### config.mk
export PLATFORM = sky130hd
export DESIGN_NAME = serial_byte_tx_collision_detect_unit
export DESIGN_NICKNAME = d
export VERILOG_FILES = /design/src/rtl/sbtx_pkg.sv /design/src/rtl/sbtx_apb_regs.sv /design/src/rtl/sbtx_core.sv /design/src/rtl/serial_byte_tx_collision_detect_unit.sv
export SDC_FILE = /design/constraint.sdc
export NUM_CORES = 1
export LEC_CHECK = 0
export BUFFER_PORTS_ARGS = -buffer_cell sky130_fd_sc_hd__buf_4
export CELL_PAD_IN_SITES_DETAIL_PLACEMENT = 0
export CELL_PAD_IN_SITES_GLOBAL_PLACEMENT = 2
export CORE_MARGIN = 2
export CORE_UTILIZATION = 33
export CTS_CLUSTER_SIZE = 24
export DETAILED_ROUTE_END_ITERATION = 10
export GPL_TIMING_DRIVEN = 0
export PLACE_DENSITY_LB_ADDON = 0.2
export SLEW_MARGIN = 20
export SYNTH_ARGS = -nofsm -noshare
export SYNTH_HDL_FRONTEND = slang
export SYNTH_HIERARCHICAL = 1
export SYNTH_SLANG_ARGS = --single-unit
export TNS_END_PERCENT = 1
### constraint.sdc
create_clock -name i_clk -period 9.77 [get_ports i_clk]
set_clock_uncertainty 0.15 [all_clocks]
set_input_delay 1.954 -clock i_clk [delete_from_list [all_inputs] [get_ports i_clk]]
set_output_delay 1.954 -clock i_clk [all_outputs]
set_load 0.01 [all_outputs]
### src/rtl/sbtx_pkg.sv
package sbtx_pkg;

    // Frame bit indexes: start bit is 0, data bits 1..8, stop bit 9
    localparam logic [3:0] FRAME_LAST_BIT = 4'd9;

    // Break length limits, in bit periods
    localparam logic [4:0] BREAK_MIN   = 5'd13;
    localparam logic [4:0] BREAK_RESET = 5'd15;

    // Input operation codes
    localparam logic OP_START = 1'b0;
    localparam logic OP_TICK  = 1'b1;

    // Configuration register map
    localparam int unsigned CFG_ADDR_W  = 3;
    localparam int unsigned CFG_DATA_W  = 32;
    localparam logic        REG_BREAK_BITS = 1'b0;   // word index in paddr[2]

    typedef enum logic [1:0] {
        MODE_IDLE  = 2'd0,
        MODE_FRAME = 2'd1,
        MODE_BREAK = 2'd2
    } t_mode;

    typedef struct packed {
        logic       drive_line;
        logic       busy_res;
        logic       done_res;
        logic       collided;
        logic [3:0] collision_bit;
    } t_result;

endpackage

### src/rtl/sbtx_apb_regs.sv
module sbtx_apb_regs
    import sbtx_pkg::*;
(
    input  logic                  i_clk,
    input  logic                  i_rst_n,
    input  logic                  psel,
    input  logic                  penable,
    input  logic                  pwrite,
    input  logic [CFG_ADDR_W-1:0] paddr,
    input  logic [CFG_DATA_W-1:0] pwdata,
    output logic [CFG_DATA_W-1:0] prdata,
    output logic                  pready,
    output logic [4:0]            o_break_bits
);

    logic [4:0] r_break_bits;
    logic       w_write;

    assign pready  = 1'b1;
    assign w_write = psel && penable && pwrite && pready;

    always_ff @(posedge i_clk) begin
        if (!i_rst_n) begin
            r_break_bits <= BREAK_RESET;
        end else if (w_write && (paddr[2] == REG_BREAK_BITS)) begin
            r_break_bits <= pwdata[4:0];
        end
    end

    // low address bits carry no register; ignore them
    always_comb begin
        prdata = '0;
        if (paddr[2] == REG_BREAK_BITS) begin
            prdata = {{(CFG_DATA_W-5){1'b0}}, r_break_bits};
        end
    end

    assign o_break_bits = r_break_bits;

endmodule

### src/rtl/sbtx_core.sv
module sbtx_core
    import sbtx_pkg::*;
(
    input  logic       i_clk,
    input  logic       i_rst_n,
    input  logic       i_fire,
    input  logic       i_operation,
    input  logic [7:0] i_tx_byte,
    input  logic       i_line_in,
    input  logic [4:0] i_break_bits,
    output t_result    o_result
);

    t_mode      r_mode,        n_mode;
    logic [7:0] r_data_shift,  n_data_shift;
    logic [3:0] r_bit_index,   n_bit_index;
    logic       r_second_half, n_second_half;
    logic       r_error_seen,  n_error_seen;
    logic [3:0] r_error_index, n_error_index;
    logic [5:0] r_break_count, n_break_count;
    logic       r_drive_reg,   n_drive_reg;

    logic       w_start;
    logic       w_tick;
    logic [4:0] w_brk;
    logic [5:0] w_break_inc;
    logic       w_break_end;
    logic [3:0] w_next_index;
    logic       w_done;
    logic       w_coll;
    logic [3:0] w_cbit;

    // Bus level while frame bit k is on the line
    function automatic logic expected_level(input logic [3:0] k, input logic [7:0] d);
        logic [2:0] sel;
        sel = k[2:0] - 3'd1;
        if (k == 4'd0) begin
            return 1'b0;
        end else if (k >= FRAME_LAST_BIT) begin
            return 1'b1;
        end else begin
            return d[sel];
        end
    endfunction

    assign w_start      = i_fire && (i_operation == OP_START);
    assign w_tick       = i_fire && (i_operation == OP_TICK);
    assign w_brk        = (i_break_bits < BREAK_MIN) ? BREAK_MIN : i_break_bits;
    assign w_break_inc  = r_break_count + 6'd1;
    assign w_break_end  = (w_break_inc >= {1'b0, w_brk});
    assign w_next_index = r_bit_index + 4'd1;

    // Next state
    always_comb begin
        n_mode = r_mode;
        case (r_mode)
            MODE_IDLE: begin
                if (w_start) begin
                    n_mode = MODE_FRAME;
                end
            end
            MODE_FRAME: begin
                if (w_tick && r_second_half) begin
                    if (r_error_seen) begin
                        n_mode = MODE_BREAK;
                    end else if (r_bit_index >= FRAME_LAST_BIT) begin
                        n_mode = MODE_IDLE;
                    end
                end
            end
            MODE_BREAK: begin
                if (w_tick && r_second_half && w_break_end) begin
                    n_mode = MODE_IDLE;
                end
            end
            default: begin
                n_mode = MODE_IDLE;
            end
        endcase
    end

    // Datapath and result
    always_comb begin
        n_data_shift  = r_data_shift;
        n_bit_index   = r_bit_index;
        n_second_half = r_second_half;
        n_error_seen  = r_error_seen;
        n_error_index = r_error_index;
        n_break_count = r_break_count;
        n_drive_reg   = r_drive_reg;
        w_done        = 1'b0;
        w_coll        = 1'b0;
        w_cbit        = 4'd0;
        case (r_mode)
            MODE_IDLE: begin
                if (w_start) begin
                    n_data_shift  = i_tx_byte;
                    n_bit_index   = 4'd0;
                    n_second_half = 1'b0;
                    n_error_seen  = 1'b0;
                    n_error_index = 4'd0;
                    n_break_count = 6'd0;
                    n_drive_reg   = 1'b1;
                end
            end
            MODE_FRAME: begin
                if (w_tick) begin
                    if (!r_second_half) begin
                        // mid-bit: sample the bus, latch only the first mismatch
                        if (!r_error_seen &&
                            (i_line_in != expected_level(r_bit_index, r_data_shift))) begin
                            n_error_seen  = 1'b1;
                            n_error_index = r_bit_index;
                        end
                        n_second_half = 1'b1;
                    end else begin
                        n_second_half = 1'b0;
                        if (r_error_seen) begin
                            n_break_count = 6'd0;
                            n_drive_reg   = 1'b1;
                        end else if (r_bit_index >= FRAME_LAST_BIT) begin
                            n_drive_reg = 1'b0;
                            w_done      = 1'b1;
                        end else begin
                            n_bit_index = w_next_index;
                            n_drive_reg = ~expected_level(w_next_index, r_data_shift);
                        end
                    end
                end
            end
            MODE_BREAK: begin
                if (w_tick) begin
                    if (!r_second_half) begin
                        n_second_half = 1'b1;
                    end else begin
                        n_second_half = 1'b0;
                        n_break_count = w_break_inc;
                        if (w_break_end) begin
                            n_drive_reg = 1'b0;
                            w_done      = 1'b1;
                            w_coll      = 1'b1;
                            w_cbit      = r_error_index;
                        end else begin
                            n_drive_reg = 1'b1;
                        end
                    end
                end
            end
            default: begin
                n_drive_reg = r_drive_reg;
            end
        endcase
    end

    always_ff @(posedge i_clk) begin
        if (!i_rst_n) begin
            r_mode        <= MODE_IDLE;
            r_data_shift  <= 8'd0;
            r_bit_index   <= 4'd0;
            r_second_half <= 1'b0;
            r_error_seen  <= 1'b0;
            r_error_index <= 4'd0;
            r_break_count <= 6'd0;
            r_drive_reg   <= 1'b0;
        end else if (i_fire) begin
            r_mode        <= n_mode;
            r_data_shift  <= n_data_shift;
            r_bit_index   <= n_bit_index;
            r_second_half <= n_second_half;
            r_error_seen  <= n_error_seen;
            r_error_index <= n_error_index;
            r_break_count <= n_break_count;
            r_drive_reg   <= n_drive_reg;
        end
    end

    always_comb begin
        o_result.drive_line    = n_drive_reg;
        o_result.busy_res      = (n_mode != MODE_IDLE);
        o_result.done_res      = w_done;
        o_result.collided      = w_coll;
        o_result.collision_bit = w_cbit;
    end

    a_idle_released: assert property (@(posedge i_clk) disable iff (!i_rst_n)
        (r_mode == MODE_IDLE) |-> !r_drive_reg)
        else $error("line driven while idle");

    a_break_driven: assert property (@(posedge i_clk) disable iff (!i_rst_n)
        (r_mode == MODE_BREAK) |-> (r_drive_reg && r_error_seen))
        else $error("break without drive or without a recorded collision");

    a_bit_index_range: assert property (@(posedge i_clk) disable iff (!i_rst_n)
        (r_mode == MODE_FRAME) |-> (r_bit_index <= FRAME_LAST_BIT))
        else $error("frame bit index past stop bit");

    a_done_goes_idle: assert property (@(posedge i_clk) disable iff (!i_rst_n)
        (i_fire && w_done) |=> (r_mode == MODE_IDLE))
        else $error("done without return to idle");

endmodule

### src/rtl/serial_byte_tx_collision_detect_unit.sv
// Byte transmitter for a shared single-wire bus, with collision detection.
// Input channel (i_in_valid / o_in_stall): operation 0 loads i_tx_byte and
// starts a frame when idle; operation 1 is a half-bit tick carrying the sensed
// bus level i_line_in. Every accepted item yields exactly one result on the
// output channel (o_out_valid / i_out_stall): pin level, busy, done, and on
// done whether a collision was seen and at which frame bit.
// An item taken into the input register passes through the frame/break state
// update into the result register when that register is free or draining, and
// o_out_valid rises with the registered result.
// Throughput is one item per clock while the output is not stalled; the state
// update is a single pass of compare-and-select logic.
// A stall on the output holds the result register; the input register still
// takes one more item if empty, then o_in_stall rises, and nothing is dropped.
// Synchronous reset returns to idle with the line released and break_bits at
// 15. The break_bits register (APB, address 0) is meant to be written only
// while no item is in flight; values below 13 act as 13.
module serial_byte_tx_collision_detect_unit
    import sbtx_pkg::*;
(
    input  logic                  i_clk,
    input  logic                  i_rst_n,
    // item input
    input  logic                  i_in_valid,
    output logic                  o_in_stall,
    input  logic                  i_operation,
    input  logic [7:0]            i_tx_byte,
    input  logic                  i_line_in,
    // result output
    output logic                  o_out_valid,
    input  logic                  i_out_stall,
    output logic                  o_drive_line,
    output logic                  o_busy_res,
    output logic                  o_done_res,
    output logic                  o_collided,
    output logic [3:0]            o_collision_bit,
    // configuration
    input  logic                  psel,
    input  logic                  penable,
    input  logic                  pwrite,
    input  logic [CFG_ADDR_W-1:0] paddr,
    input  logic [CFG_DATA_W-1:0] pwdata,
    output logic [CFG_DATA_W-1:0] prdata,
    output logic                  pready
);

    logic       r_in_valid;
    logic       r_in_operation;
    logic [7:0] r_in_tx_byte;
    logic       r_in_line_in;
    logic       r_out_valid;
    t_result    r_out;

    logic       w_advance;
    logic [4:0] w_break_bits;
    t_result    w_result;

    // process the held item when the result register is free or draining
    assign w_advance  = r_in_valid && (!r_out_valid || !i_out_stall);
    assign o_in_stall = r_in_valid && !w_advance;

    always_ff @(posedge i_clk) begin
        if (!i_rst_n) begin
            r_in_valid <= 1'b0;
        end else if (!o_in_stall) begin
            r_in_valid <= i_in_valid;
        end
    end

    always_ff @(posedge i_clk) begin
        if (!o_in_stall && i_in_valid) begin
            r_in_operation <= i_operation;
            r_in_tx_byte   <= i_tx_byte;
            r_in_line_in   <= i_line_in;
        end
    end

    sbtx_apb_regs u_regs (
        .i_clk        (i_clk),
        .i_rst_n      (i_rst_n),
        .psel         (psel),
        .penable      (penable),
        .pwrite       (pwrite),
        .paddr        (paddr),
        .pwdata       (pwdata),
        .prdata       (prdata),
        .pready       (pready),
        .o_break_bits (w_break_bits)
    );

    sbtx_core u_core (
        .i_clk        (i_clk),
        .i_rst_n      (i_rst_n),
        .i_fire       (w_advance),
        .i_operation  (r_in_operation),
        .i_tx_byte    (r_in_tx_byte),
        .i_line_in    (r_in_line_in),
        .i_break_bits (w_break_bits),
        .o_result     (w_result)
    );

    always_ff @(posedge i_clk) begin
        if (!i_rst_n) begin
            r_out_valid <= 1'b0;
        end else if (w_advance) begin
            r_out_valid <= 1'b1;
        end else if (!i_out_stall) begin
            r_out_valid <= 1'b0;
        end
    end

    always_ff @(posedge i_clk) begin
        if (w_advance) begin
            r_out <= w_result;
        end
    end

    assign o_out_valid     = r_out_valid;
    assign o_drive_line    = r_out.drive_line;
    assign o_busy_res      = r_out.busy_res;
    assign o_done_res      = r_out.done_res;
    assign o_collided      = r_out.collided;
    assign o_collision_bit = r_out.collision_bit;

endmodule
==> results of run 1 <==
==> area by class of cell <==
| type | instances | area share (%) |
|---|---|---|
| Clock buffer | 5 | 1.85 |
| Multi-Input combinational cell | 252 | 43.7 |
| Clock inverter | 3 | 0.673 |
| Buffer | 49 | 9.05 |
| Sequential cell | 52 | 32.9 |
| Tap cell | 111 | 3.74 |
| Timing Repair Buffer | 37 | 7.47 |
| Inverter | 7 | 0.707 |
==> how the worst max path moves through the flow <==
stage,startpoint,slack (ps),to
after detailed placement,i_out_stall,4700,u_core/r_break_count[0]
after floorplan,i_out_stall,5340,u_core/r_break_count[3]
after CTS,i_out_stall,5020,u_core/r_break_count[0]
final,i_out_stall,5040,u_core/r_break_count[0]
after global routing,i_out_stall,4740,u_core/r_break_count[0]
after global placement,i_out_stall,4380,u_core/r_break_count[0]
==> placed cells by master (no fill, tap or decap), types with 5 or more instances in the layout <==
cell / count
sky130_fd_sc_hd__nor2b_1: 12
sky130_fd_sc_hd__edfxtp_1: 18
sky130_fd_sc_hd__nand2_1: 41
sky130_fd_sc_hd__nand4_1: 5
sky130_fd_sc_hd__a21boi_0: 16
sky130_fd_sc_hd__a21oi_1: 10
sky130_fd_sc_hd__conb_1: 28
sky130_fd_sc_hd__nand3_1: 17
sky130_fd_sc_hd__o21a_1: 6
sky130_fd_sc_hd__ha_1: 13
sky130_fd_sc_hd__buf_4: 69
sky130_fd_sc_hd__dfxtp_1: 34
sky130_fd_sc_hd__inv_1: 7
sky130_fd_sc_hd__clkbuf_8: 5
sky130_fd_sc_hd__o21ai_0: 16
sky130_fd_sc_hd__mux2i_1: 5
sky130_fd_sc_hd__and2b_2: 5
sky130_fd_sc_hd__nor2_1: 13
sky130_fd_sc_hd__and2_1: 11
sky130_fd_sc_hd__clkbuf_1: 10
==> layer usage <==
layer / global-route usage [%] / vias up / share of wire (%)
met5: 0 / - / 0
met4: 3.12 / 0 / 0.96
met3: 2.77 / 4 / 4.4
met2: 21.5 / 57 / 44
met1: 19.1 / 1094 / 50
li1: - / 1258 / -
==> metrics by stage <==
stage	setup slack (ps)	instances	util, %
floorplan	5340	360	-
global placement	4380	508	39.4
detailed placement	4700	508	39.4
CTS	5020	516	40.4
global route	4740	516	40.4
finish	5040	516	40.4
==> critical path, stage by stage <==
cell and delay [ps]:
sky130_fd_sc_hd__buf_4 120, sky130_fd_sc_hd__a21boi_1 760, sky130_fd_sc_hd__buf_2 350, sky130_fd_sc_hd__nand3_1 170
sky130_fd_sc_hd__a21oi_1 190, sky130_fd_sc_hd__a21oi_1 80, sky130_fd_sc_hd__a2111oi_2 710, sky130_fd_sc_hd__nand2_1 210
sky130_fd_sc_hd__o21ai_0 170, sky130_fd_sc_hd__and2_1 130
==> logic make-up after synthesis <==
family	after synthesis
buffers and inverters	56
xor gates and xnor gates	5
and+or+nand+nor	123
DFF	52
muxes	11
other	2
AOI/OAI and AO/OA	72
adders and majority gates	13
==> power groups by stage <==
stage               Clock, uW  Combinational [uW]  Sequential (uW)
detailed placement          0                57.5              239
global placement            0                57.1              239
floorplan                   0                37.6              239
global route              147                64.0              235
finish                    133                57.5              234
CTS                       139                57.7              234
==> results.env, run 1 <==
STATUS='finished clean'
FINAL.FILL_COUNT=957
DESIGN.DIE.AREA_UM2=10200
FF2FF_SETUP_SLACK_PS=6410
SYN_AREA_UM2=3110
WORST_SKEW_PAIR_LATER_PIN_LATENCY_PS=310
RSZ0062_AT_GRT='false'
GR-USAGE-ALL-LAYERS_PCT=13.6
SYNTH-ADDER-AREA-SHARE_PCT=5.23
FLOORPLAN.INITIALDENSITY_PCT=33.8
TRANSITION_AT_THE_PIN_WITH_THE_SMALLEST_MAX_TRANSITION_SLACK_PS=976
SIMPLE_LOGIC_CELL_FRACTION_OF_THE_SYNTHESIZED_AREA_PCT=20.7
BIGGESTREGSBYFLOPS='r_in_tx_byte: 8 flops, u_core/r_data_shift: 8 flops, u_core/r_break_count: 6 flops'
P_SEQ_SHARE_PCT=55.2
FINAL_DESIGN_AREA_NO_FILL_UM2=3720
RR_STARTPOINT='r_in_valid'
SYNTH.LIB_CELLS_USED.DISTINCT=53
HP-START='u_core/r_data_shift[6]'
CORE.ROWCOUNT=35
LAYOUT_WORST_PATH_CYCLE_SHARE_PCT=48.5
HOLD_PATH_CLASS='reg2reg'
SETUP.WORST_PATH.END_CLASS='flop'
SYNTH.YOSYS.SEQ_AREA_SHARE_PCT=39.3
PATH_CLASS='in2reg'
SYNTHTOLAYOUTAREAGROWTH_PCT=19.6
GLOBAL_ROUTE_WIRE_LENGTH_BEFORE_REPAIR_MM=11.1
YOSYS_REGISTER_BITS=52
SYNTH-EDFF-COUNT=18
SYNTH_COMPOUND_GATE_AREA_SHARE_PCT=16.3
WORSTHOLDENDPOINT='u_core/r_data_shift[6]'
MULTIINPUTGATEAREA_UM2=1620
HOLDWS_PS=334
CRIT_PATH_START_KIND='input pin'
POST-SYNTH-TOP-COUNT-CELL='sky130_fd_sc_hd__nand2_1'
GR-TOTAL-OVERFLOW=0
DIE_Y_UM=101
GRT_PASS1_VIAS=2266
ANTENNA_CELLS_INSERTED=0
SLEW-LIMIT-HEADROOM_PCT=34.8
CELL_INTERNAL_PWR_uW=311
CTS_HOLD_BUFFERS=0
FINAL_HOLD_VIOL_COUNT=0
TIMING.FINAL.SETUP_VIOLATIONS=0
HTREE_DEPTH=2
FIN_NETS=469
CLKTRANSATPATHREGS_PS=110
DRT-TOTAL-WL_MM=6.55
POST_CTS.REPAIR.SETUP_BUFFERS=0
SYNTH.TOP_CELLS.BY_COUNT='sky130_fd_sc_hd__nand2_1 (41), sky130_fd_sc_hd__dfxtp_1 (34), sky130_fd_sc_hd__buf_4 (32), sky130_fd_sc_hd__edfxtp_1 (18)'
R2R_CELLS=9
MAX_CLOCK_FREQ_GHz=0.211
PLACEABLECOREAREA_UM2=9200
AREA_OF_PLACED_INSTANCES_UM2=3620
POWER.SWITCHING_uW=113
HOLD_PATH_DEPTH=2
POWERDENSITY_nW_PER_UM2=114
CLOCK_SINKS=52
WORST_IR_DROP_ON_VDD_V=0.0000584
ANTENNA_VIOLATIONS_BEFORE_REPAIR=0
CRITICAL_PATH_ARRIVAL_PS=4850
CTS_RESIZED=0
POST-ROUTE-DRC-COUNT=0
POWER.TOTAL_uW=425
DETAILROUTE.VIA_COUNT=2413
FINAL_PERIOD_MINUS_WORST_SETUP_SLACK_PS=4730
DETAILEDPLACEMENTHPWL_MM=4.89
POSTSYNTH.ASYNCRESETSHARE_PCT=0
YOSYS_WARNINGS=6
FINAL_SLEW_VIOLATIONS=0
SYNTH.AREA.MUX_SHARE_PCT=5.23
CLOCK_POWER_SHARE_PCT=31.3
CP_DATA_REQUIRED_TIME_PS=9880
SHARE_OF_LAYOUT_CELLS_ABOVE_DRIVE_STRENGTH_1_PCT=25.4
SYN-MEAN-INSTANCE-AREA_UM2=9.31
POST_SYNTHESIS_CELL_COUNT=334
POST_DRT_VIA_CELL_RATIO=4.68
POWER_FRAC_COMB_PCT=13.5
R2R_END='u_core/r_break_count[0]'
FLOORPLAN.DIE.WIDTH_UM=101
ANT_NETS=0
TNS_PS=0
TIMING.CRITICAL_PATH.FANOUT_MAX=9
GRT_START_MAX_NET_PINS=19
DOMINANTREGCELLSYNTH='sky130_fd_sc_hd__dfxtp_1'
CTS_TREE='built'
NUMBER_OF_INPUT_AND_OUTPUT_PORT_BUFFERS_INSERTED=37
SWITCHING_SHARE_PCT=26.7
NUMCTSBUFFERS=5
CAP_VIOL_MAX_COUNT=0
REGISTER_AREA_UM2=1220
WIRE_PER_INST_UM=12.7
IOS=95
PLACE_CONGESTION=0.782
NETLIST_TOP_CELLS_AREA='sky130_fd_sc_hd__dfxtp_1 (22%), sky130_fd_sc_hd__edfxtp_1 (17%), sky130_fd_sc_hd__buf_4 (7.7%)'
CTS.PATH.MAX_BUFFERS=2
CELLLEAKAGEPOWER_uW=0.00149
SYNTH_XOR_XNOR_AREA_SHARE_PCT=1.41
NETLIST.TOP_CELL.BY_AREA='sky130_fd_sc_hd__dfxtp_1'
DRT_FIRST_PASS_ITERS=4
POST-SYNTH-TOP-AREA-FRACTION_PCT=21.9
ROOT_BUFFER='sky130_fd_sc_hd__clkbuf_8'
INITIALDRTVIOLATIONCOUNT=112
SYNTH_TOP_FAMILY_BY_AREA='simple AND/OR/NAND/NOR gates'
Power figures use the tool's default switching activity.
==> run 2: changes to the inputs <==
Settings changed: CORE_UTILIZATION 33 to 30.
Clock period 9.77 ns to 4.59 ns, I/O delays scaled along.
==> run 2 against run 1 <==
Effect of this change: via count fell by 1.3%; wire length rose by 1.2%; register-to-register slack got worse by 5100 ps; non-clock buffer count did not move; total power rose by 110%; sequential power rose by 110%; die area rose by 9.6%; worst hold slack improved by 4.0 ps; final area rose by 0.88%; highest routed layer unchanged.
==> results.env, run 2 (synthesized netlist as in run 1, its figures left out) <==
FINAL_SLEW_VIOLATIONS=0
GRT_START_MAX_NET_PINS=19
WORST_SKEW_PAIR_LATER_PIN_LATENCY_PS=310
SWITCHING_SHARE_PCT=26.2
GLOBAL_ROUTE_WIRE_LENGTH_BEFORE_REPAIR_MM=11.1
CTS_HOLD_BUFFERS=0
HTREE_DEPTH=2
CLOCK_SINKS=52
SLEW-LIMIT-HEADROOM_PCT=38.6
SHARE_OF_LAYOUT_CELLS_ABOVE_DRIVE_STRENGTH_1_PCT=25.4
NUMBER_OF_INPUT_AND_OUTPUT_PORT_BUFFERS_INSERTED=37
CRIT_PATH_END='u_core/r_break_count[0]'
FLOORPLAN.DIE.WIDTH_UM=106
HP-START='u_core/r_data_shift[6]'
R2R_CELLS=9
FINAL.FILL_COUNT=1086
CRIT_PATH_START_KIND='input pin'
NUMCTSBUFFERS=5
STATUS='finished clean'
SETUP.WORST_PATH.END_CLASS='flop'
POST_DRT_VIA_CELL_RATIO=4.40
TNS_PS=0
CP_DATA_REQUIRED_TIME_PS=4700
PLACE_CONGESTION=0.751
BIGGESTREGSBYFLOPS='r_in_tx_byte: 8 flops, u_core/r_data_shift: 8 flops, u_core/r_break_count: 6 flops'
ANTENNA_CELLS_INSERTED=0
WORST_PATH_DOMINANT_CELL_FAMILY='compound AO/OA/AOI/OAI gates'
CLKTRANSATPATHREGS_PS=110
PATH_CLASS='in2reg'
CP_NUM_CELLS=10
CRITPATHSLOWESTCELL='sky130_fd_sc_hd__a21boi_1'
CELLLEAKAGEPOWER_uW=0.00149
MAX_CLOCK_FREQ_GHz=0.278
CTS_TREE='built'
FINAL_CELLS=541
CRITICAL_PATH_ARRIVAL_PS=3700
FINALCOREUTILIZATION_PCT=36.8
POWER.SWITCHING_uW=235
RR_STARTPOINT='r_in_valid'
GR-USAGE-ALL-LAYERS_PCT=12.1
DETAILEDPLACEMENTHPWL_MM=5.00
CELL_INTERNAL_PWR_uW=662
INITIALDRTVIOLATIONCOUNT=102
CRIT_PATH_START='i_out_stall'
CAP_VIOL_MAX_COUNT=0
TIMING.CRITICAL_PATH.FANOUT_MAX=9
ROOT_BUFFER='sky130_fd_sc_hd__clkbuf_8'
POST-ROUTE-DRC-COUNT=0
CORE.ROWCOUNT=37
DETAILROUTE.VIA_COUNT=2382
HOLD_PATH_CLASS='reg2reg'
LAYOUT_WORST_PATH_CYCLE_SHARE_PCT=78.4
CRIT_PATH_MAX_INCR_DELAY_PS=720
FINAL_DESIGN_AREA_NO_FILL_UM2=3750
DESIGN.DIE.AREA_UM2=11200
R2R_END='u_core/r_break_count[0]'
ANT_NETS=0
CLOCK_POWER_SHARE_PCT=30.7
DIE_Y_UM=106
DPL.CELL_COUNT=533
WIRE_PER_INST_UM=12.2
HOLDWS_PS=338
POWERDENSITY_nW_PER_UM2=239
GRT_PASS1_VIAS=2286
DRT-TOTAL-WL_MM=6.63
GR-TOTAL-OVERFLOW=0
TIMING.FINAL.SETUP_VIOLATIONS=0
WORST_IR_DROP_ON_VDD_V=0.000113
AREA_OF_PLACED_INSTANCES_UM2=3650
POWER_FRAC_COMB_PCT=13.7
PLACEABLECOREAREA_UM2=10200
ANTENNA_VIOLATIONS_BEFORE_REPAIR=0
MOST_COMMON_CELL_AFTER_LAYOUT_FILL_AND_TAPS_ASIDE='sky130_fd_sc_hd__buf_4'
TIMING.CRITICAL_PATH.BUF_INV=2
FIN_NETS=469
CTS.PATH.MAX_BUFFERS=2
SYNTHTOLAYOUTAREAGROWTH_PCT=20.6
LAYOUT.CELLS.MOST_COMMON_LIST='sky130_fd_sc_hd__buf_4 (69), sky130_fd_sc_hd__nand2_1 (41), sky130_fd_sc_hd__dfxtp_1 (34)'
FINAL_HOLD_VIOL_COUNT=0
CTS_RESIZED=0
P_SEQ_SHARE_PCT=55.6
DRT_FIRST_PASS_ITERS=4
FF2FF_SETUP_SLACK_PS=1340
IOS=95
RSZ0062_AT_GRT='false'
POST_CTS.REPAIR.SETUP_BUFFERS=0
TRANSITION_AT_THE_PIN_WITH_THE_SMALLEST_MAX_TRANSITION_SLACK_PS=919
CRITICAL_PATH.MOST_COMMON_CELL='sky130_fd_sc_hd__a21oi_1'
CELL_BY_CELL_LISTING_OF_THE_CRITICAL_PATH='buf_4, a21boi_1, buf_2, nand3_1, a21oi_1, a21oi_1, a2111oi_2, nand2_1, o21ai_0, and2_1'
FLOORPLAN.INITIALDENSITY_PCT=30.5
FINAL_PERIOD_MINUS_WORST_SETUP_SLACK_PS=3600
-- run 2: cell count changes in the layout (fill, tap and decap cells not counted) --
| cell | change |
|---|---|
| sky130_fd_sc_hd__clkinvlp_4 | -1 |
| sky130_fd_sc_hd__clkinv_4 | +2 |
| sky130_fd_sc_hd__inv_6 | -1 |
-- run 2: worst min path at each step --
| stage | depth (start not counted) | endpoint | slack, ps |
|---|---|---|---|
| after floorplan | 2 | u_regs/o_break_bits[4] | 290 |
| after global placement | 2 | u_core/r_data_shift[6] | 320 |
| after detailed placement | 2 | u_core/r_data_shift[6] | 330 |
| after CTS | 2 | u_core/r_data_shift[6] | 340 |
| after global routing | 2 | u_core/r_data_shift[1] | 370 |
| final | 2 | u_core/r_data_shift[6] | 340 |
-- run 2: layout make-up --
cell class / instances / area, um^2 / share of cell area [%]
Tap cell: 136 / 170 / 4.54
Sequential cell: 52 / 1220 / 32.6
Timing Repair Buffer: 37 / 278 / 7.41
Clock buffer: 5 / 68.8 / 1.84
Buffer: 49 / 337 / 8.98
Multi-Input combinational cell: 252 / 1620 / 43.3
Inverter: 7 / 26.3 / 0.701
Clock inverter: 3 / 26.3 / 0.701
-- run 2: per-stage QoR --
step | total power, uW | setup slack, ps
floorplan | 589 | 1190
global placement | 632 | 179
detailed placement | 633 | 629
CTS | 911 | 946
global route | 938 | 545
finish | 897 | 993
-- run 2: layer usage --
layer | share of wire [%] | up-vias | track usage [%]
met4 | 0.65 | 0 | 2.82
met1 | 51 | 1068 | 16.7
li1 | - | 1252 | -
met3 | 4.5 | 2 | 2.23
met5 | 0 | - | 0
met2 | 44 | 60 | 19.5
-- run 2: worst min-delay path: cells and delay by family (launching register included) --
kind            cells  cell delay (ps)
flops               1              340
simple gates        1               50
compound gates      1               60
-- run 2: power by group through the flow --
stage          registers (uW)  logic, uW  clock network (uW)
2_1_floorplan             509       80.1                   0
3_3_place_gp              509        123                   0
3_5_place_dp              509        123                   0
4_1_cts                   499        124                 289
5_1_grt                   501        136                 301
6_report                  499        123                 276
==> run 3: changes to the inputs <==
Settings changed: ABC_AREA from default to 1, CORE_UTILIZATION 30 to 29.
Clock period 4.59 ns to 3.65 ns, I/O delays scaled along.
==> run 3 against run 2 <==
Effect of this change: sequential share of layout area about the same; synthesized cell count up 19%; utilization shrank 0.45 points; clock power rose by 46%; setup slack lost 33 ps; die area grew 2.8%.
==> results.env, run 3 <==
STATUS='finished clean'
FF2FF_SETUP_SLACK_PS=1000
RR_STARTPOINT='u_core/r_bit_index[0]'
POST_DRT_VIA_CELL_RATIO=4.21
POST_CTS.REPAIR.SETUP_BUFFERS=0
CP_DATA_REQUIRED_TIME_PS=3700
POST-ROUTE-DRC-COUNT=0
WIRE_PER_INST_UM=10.5
WORST_SKEW_PAIR_LATER_PIN_LATENCY_PS=300
INITIALDRTVIOLATIONCOUNT=92
CTS_TREE='built'
SYNTH.YOSYS.SEQ_AREA_SHARE_PCT=39.5
GLOBAL_ROUTE_WIRE_LENGTH_BEFORE_REPAIR_MM=11.0
WL_MET1_MM=3.15
SLEW-LIMIT-HEADROOM_PCT=43.7
LAYOUT.CELLS.MOST_COMMON_LIST='sky130_fd_sc_hd__nand2_1 (82), sky130_fd_sc_hd__buf_4 (70), sky130_fd_sc_hd__inv_1 (57)'
NUMBER_OF_INPUT_AND_OUTPUT_PORT_BUFFERS_INSERTED=37
DRT-TOTAL-WL_MM=6.36
POWERDENSITY_nW_PER_UM2=341
POSTSYNTH.ASYNCRESETSHARE_PCT=0
R2R_CELLS=19
NETLIST_TOP_CELLS_AREA='sky130_fd_sc_hd__dfxtp_1 (22%), sky130_fd_sc_hd__edfxtp_1 (17%), sky130_fd_sc_hd__nand2_1 (9.9%)'
SYN-MEAN-INSTANCE-AREA_UM2=7.77
TIMING.CRITICAL_PATH.FANOUT_MAX=16
IOS=95
ROOT_BUFFER='sky130_fd_sc_hd__clkbuf_8'
SYN_AREA_UM2=3090
MET3_WIRELENGTH_UM=305
ANTENNA_VIOLATIONS_BEFORE_REPAIR=0
CAP_VIOL_MAX_COUNT=0
CLOCK_POWER_SHARE_PCT=31.4
CELLLEAKAGEPOWER_uW=0.00180
PLACEABLECOREAREA_UM2=10300
PATH_CLASS='in2reg'
FINAL_SLEW_VIOLATIONS=0
LAYOUT_WORST_PATH_CYCLE_SHARE_PCT=73.7
CLKTRANSATPATHREGS_PS=100
SYNTHTOLAYOUTAREAGROWTH_PCT=21.4
R2R_END='o_drive_line'
SYNTH-ADDER-AREA-SHARE_PCT=5.26
GR-TOTAL-OVERFLOW=0
POST-SYNTH-TOP-AREA-FRACTION_PCT=22.0
YOSYS_WARNINGS=6
MAXUSEDROUTINGLAYER='met4'
CTS.PATH.MAX_BUFFERS=2
WORST_IR_DROP_ON_VDD_V=0.000164
NETLIST.TOP_CELL.BY_AREA='sky130_fd_sc_hd__dfxtp_1'
DESIGN.DIE.AREA_UM2=11500
CRITICAL_PATH_ARRIVAL_PS=2740
ANT_NETS=0
CRIT_PATH_START='i_out_stall'
HOLD_PATH_CLASS='reg2reg'
SYNTH-EDFF-COUNT=18
RSZ0062_AT_GRT='false'
SYNTH.AREA.MUX_SHARE_PCT=0
SWITCHING_SHARE_PCT=27.4
MAX_CLOCK_FREQ_GHz=0.372
GR-USAGE-ALL-LAYERS_PCT=11.8
TRANSITION_AT_THE_PIN_WITH_THE_SMALLEST_MAX_TRANSITION_SLACK_PS=845
POWER.SWITCHING_uW=352
FLOORPLAN.DIE.WIDTH_UM=107
DETAILEDPLACEMENTHPWL_MM=4.98
GRT_START_MAX_NET_PINS=17
ANTENNA_CELLS_INSERTED=0
BIGGESTREGSBYFLOPS='r_in_tx_byte: 8 flops, u_core/r_data_shift: 8 flops, u_core/r_break_count: 6 flops'
FINAL_PERIOD_MINUS_WORST_SETUP_SLACK_PS=2690
SYNTH.TOP_CELLS.BY_COUNT='sky130_fd_sc_hd__nand2_1 (82), sky130_fd_sc_hd__inv_1 (57), sky130_fd_sc_hd__dfxtp_1 (34), sky130_fd_sc_hd__buf_4 (33), sky130_fd_sc_hd__nand3_1 (29)'
DOMINANTREGCELLSYNTH='sky130_fd_sc_hd__dfxtp_1'
CELL_INTERNAL_PWR_uW=930
DRT_FIRST_PASS_ITERS=4
SETUP.WORST_PATH.END_CLASS='flop'
POST_SYNTHESIS_CELL_COUNT=398
TIMING.FINAL.SETUP_VIOLATIONS=0
CORE.ROWCOUNT=37
DETAILROUTE.WIRELENGTH.MET2_MM=2.86
HOLDWS_PS=322
FLOORPLAN.INITIALDENSITY_PCT=30.0
CRIT_PATH_START_KIND='input pin'
POST-SYNTH-TOP-COUNT-CELL='sky130_fd_sc_hd__nand2_1'
SYNTH_TOP_FAMILY_BY_AREA='simple AND/OR/NAND/NOR gates'
FIN_NETS=533
SHARE_OF_LAYOUT_CELLS_ABOVE_DRIVE_STRENGTH_1_PCT=24.5
CRIT_PATH_END='u_core/r_data_shift[0]'
AREA_OF_PLACED_INSTANCES_UM2=3640
FINAL_DESIGN_AREA_NO_FILL_UM2=3750
SYNTH_XOR_XNOR_AREA_SHARE_PCT=1.13
SYNTH.LIB_CELLS_USED.DISTINCT=39
DETAILROUTE.VIA_COUNT=2546
CLOCK_SINKS=52
FINAL_HOLD_VIOL_COUNT=0
YOSYS_REGISTER_BITS=52
MOST_COMMON_CELL_AFTER_LAYOUT_FILL_AND_TAPS_ASIDE='sky130_fd_sc_hd__nand2_1'
HTREE_DEPTH=2
NUMCTSBUFFERS=5
CTS_HOLD_BUFFERS=0
CTS_RESIZED=0
POWER_FRAC_COMB_PCT=18.4
P_SEQ_SHARE_PCT=50.2
GRT_PASS1_VIAS=2402
TNS_PS=0
SYNTH_COMPOUND_GATE_AREA_SHARE_PCT=12.4
DIE_Y_UM=107
SIMPLE_LOGIC_CELL_FRACTION_OF_THE_SYNTHESIZED_AREA_PCT=24.7
PLACE_CONGESTION=0.813
[run 3: cell types whose count changed in the layout (fill, tap and decap cells not counted), moves of 14 or more]
cell and delta:
sky130_fd_sc_hd__a21boi_0 -15, sky130_fd_sc_hd__nor2_1 +15, sky130_fd_sc_hd__nand2_1 +41, sky130_fd_sc_hd__inv_1 +50, sky130_fd_sc_hd__a21oi_1 +14
[run 3: routing by layer]
layer / vias up / GRT usage [%]
met1: 1120 / 16.3
met2: 66 / 19.2
met3: 4 / 2.36
li1: 1356 / -
met5: - / 0
met4: 0 / 2.50
[run 3: critical path, stage by stage]
cell,delay (ps)
sky130_fd_sc_hd__buf_4,120
sky130_fd_sc_hd__a21oi_2,640
sky130_fd_sc_hd__inv_1,160
sky130_fd_sc_hd__nor2_1,170
sky130_fd_sc_hd__inv_1,80
sky130_fd_sc_hd__nor2_1,290
sky130_fd_sc_hd__inv_1,100
sky130_fd_sc_hd__buf_2,200
sky130_fd_sc_hd__o21ai_0,180
sky130_fd_sc_hd__a21oi_1,50
[run 3: worst min-delay path by stage]
stage,from,depth (start not counted),end
2_1_floorplan,u_core/r_error_index[0],2,u_core/r_error_index[0]
6_report,u_core/r_error_index[3],2,u_core/r_error_index[3]
3_5_place_dp,u_core/r_error_index[1],2,u_core/r_error_index[1]
3_3_place_gp,u_core/r_error_index[3],2,u_core/r_error_index[3]
4_1_cts,u_core/r_error_index[0],2,u_core/r_error_index[0]
5_1_grt,r_in_tx_byte[7],2,u_core/r_data_shift[7]
[run 3: logic make-up after synthesis]
family | after synthesis
fa+ha+maj | 13
flops | 52
compound gates | 62
other cells | 2
buf+inv | 102
simple gates | 163
xor+xnor | 4
[run 3: cell type report]
cell class,instances,area [um^2]
plain buffers,38,277
clock buffers,5,68.8
clock inverters,3,42.5
fillers,1112,6570
inverters,64,245
multi-input cells,270,1450
flip-flops and latches,52,1220
well taps,136,170
repair buffers,37,278
[run 3: power by group through the flow]
stage / clock network (uW) / registers (uW) / logic (uW)
finish: 402 / 643 / 236
CTS: 421 / 644 / 239
global placement: 0 / 656 / 238
detailed placement: 0 / 657 / 238
global route: 443 / 648 / 266
floorplan: 0 / 654 / 171
[run 3: per-stage QoR]
step	cells	power [uW]	setup WS, ps	utilization, %
2_1_floorplan	424	825	934	-
3_3_place_gp	597	894	139	35.3
3_5_place_dp	597	895	620	35.3
4_1_cts	605	1300	941	36.4
5_1_grt	605	1360	651	36.4
6_report	605	1280	961	36.4
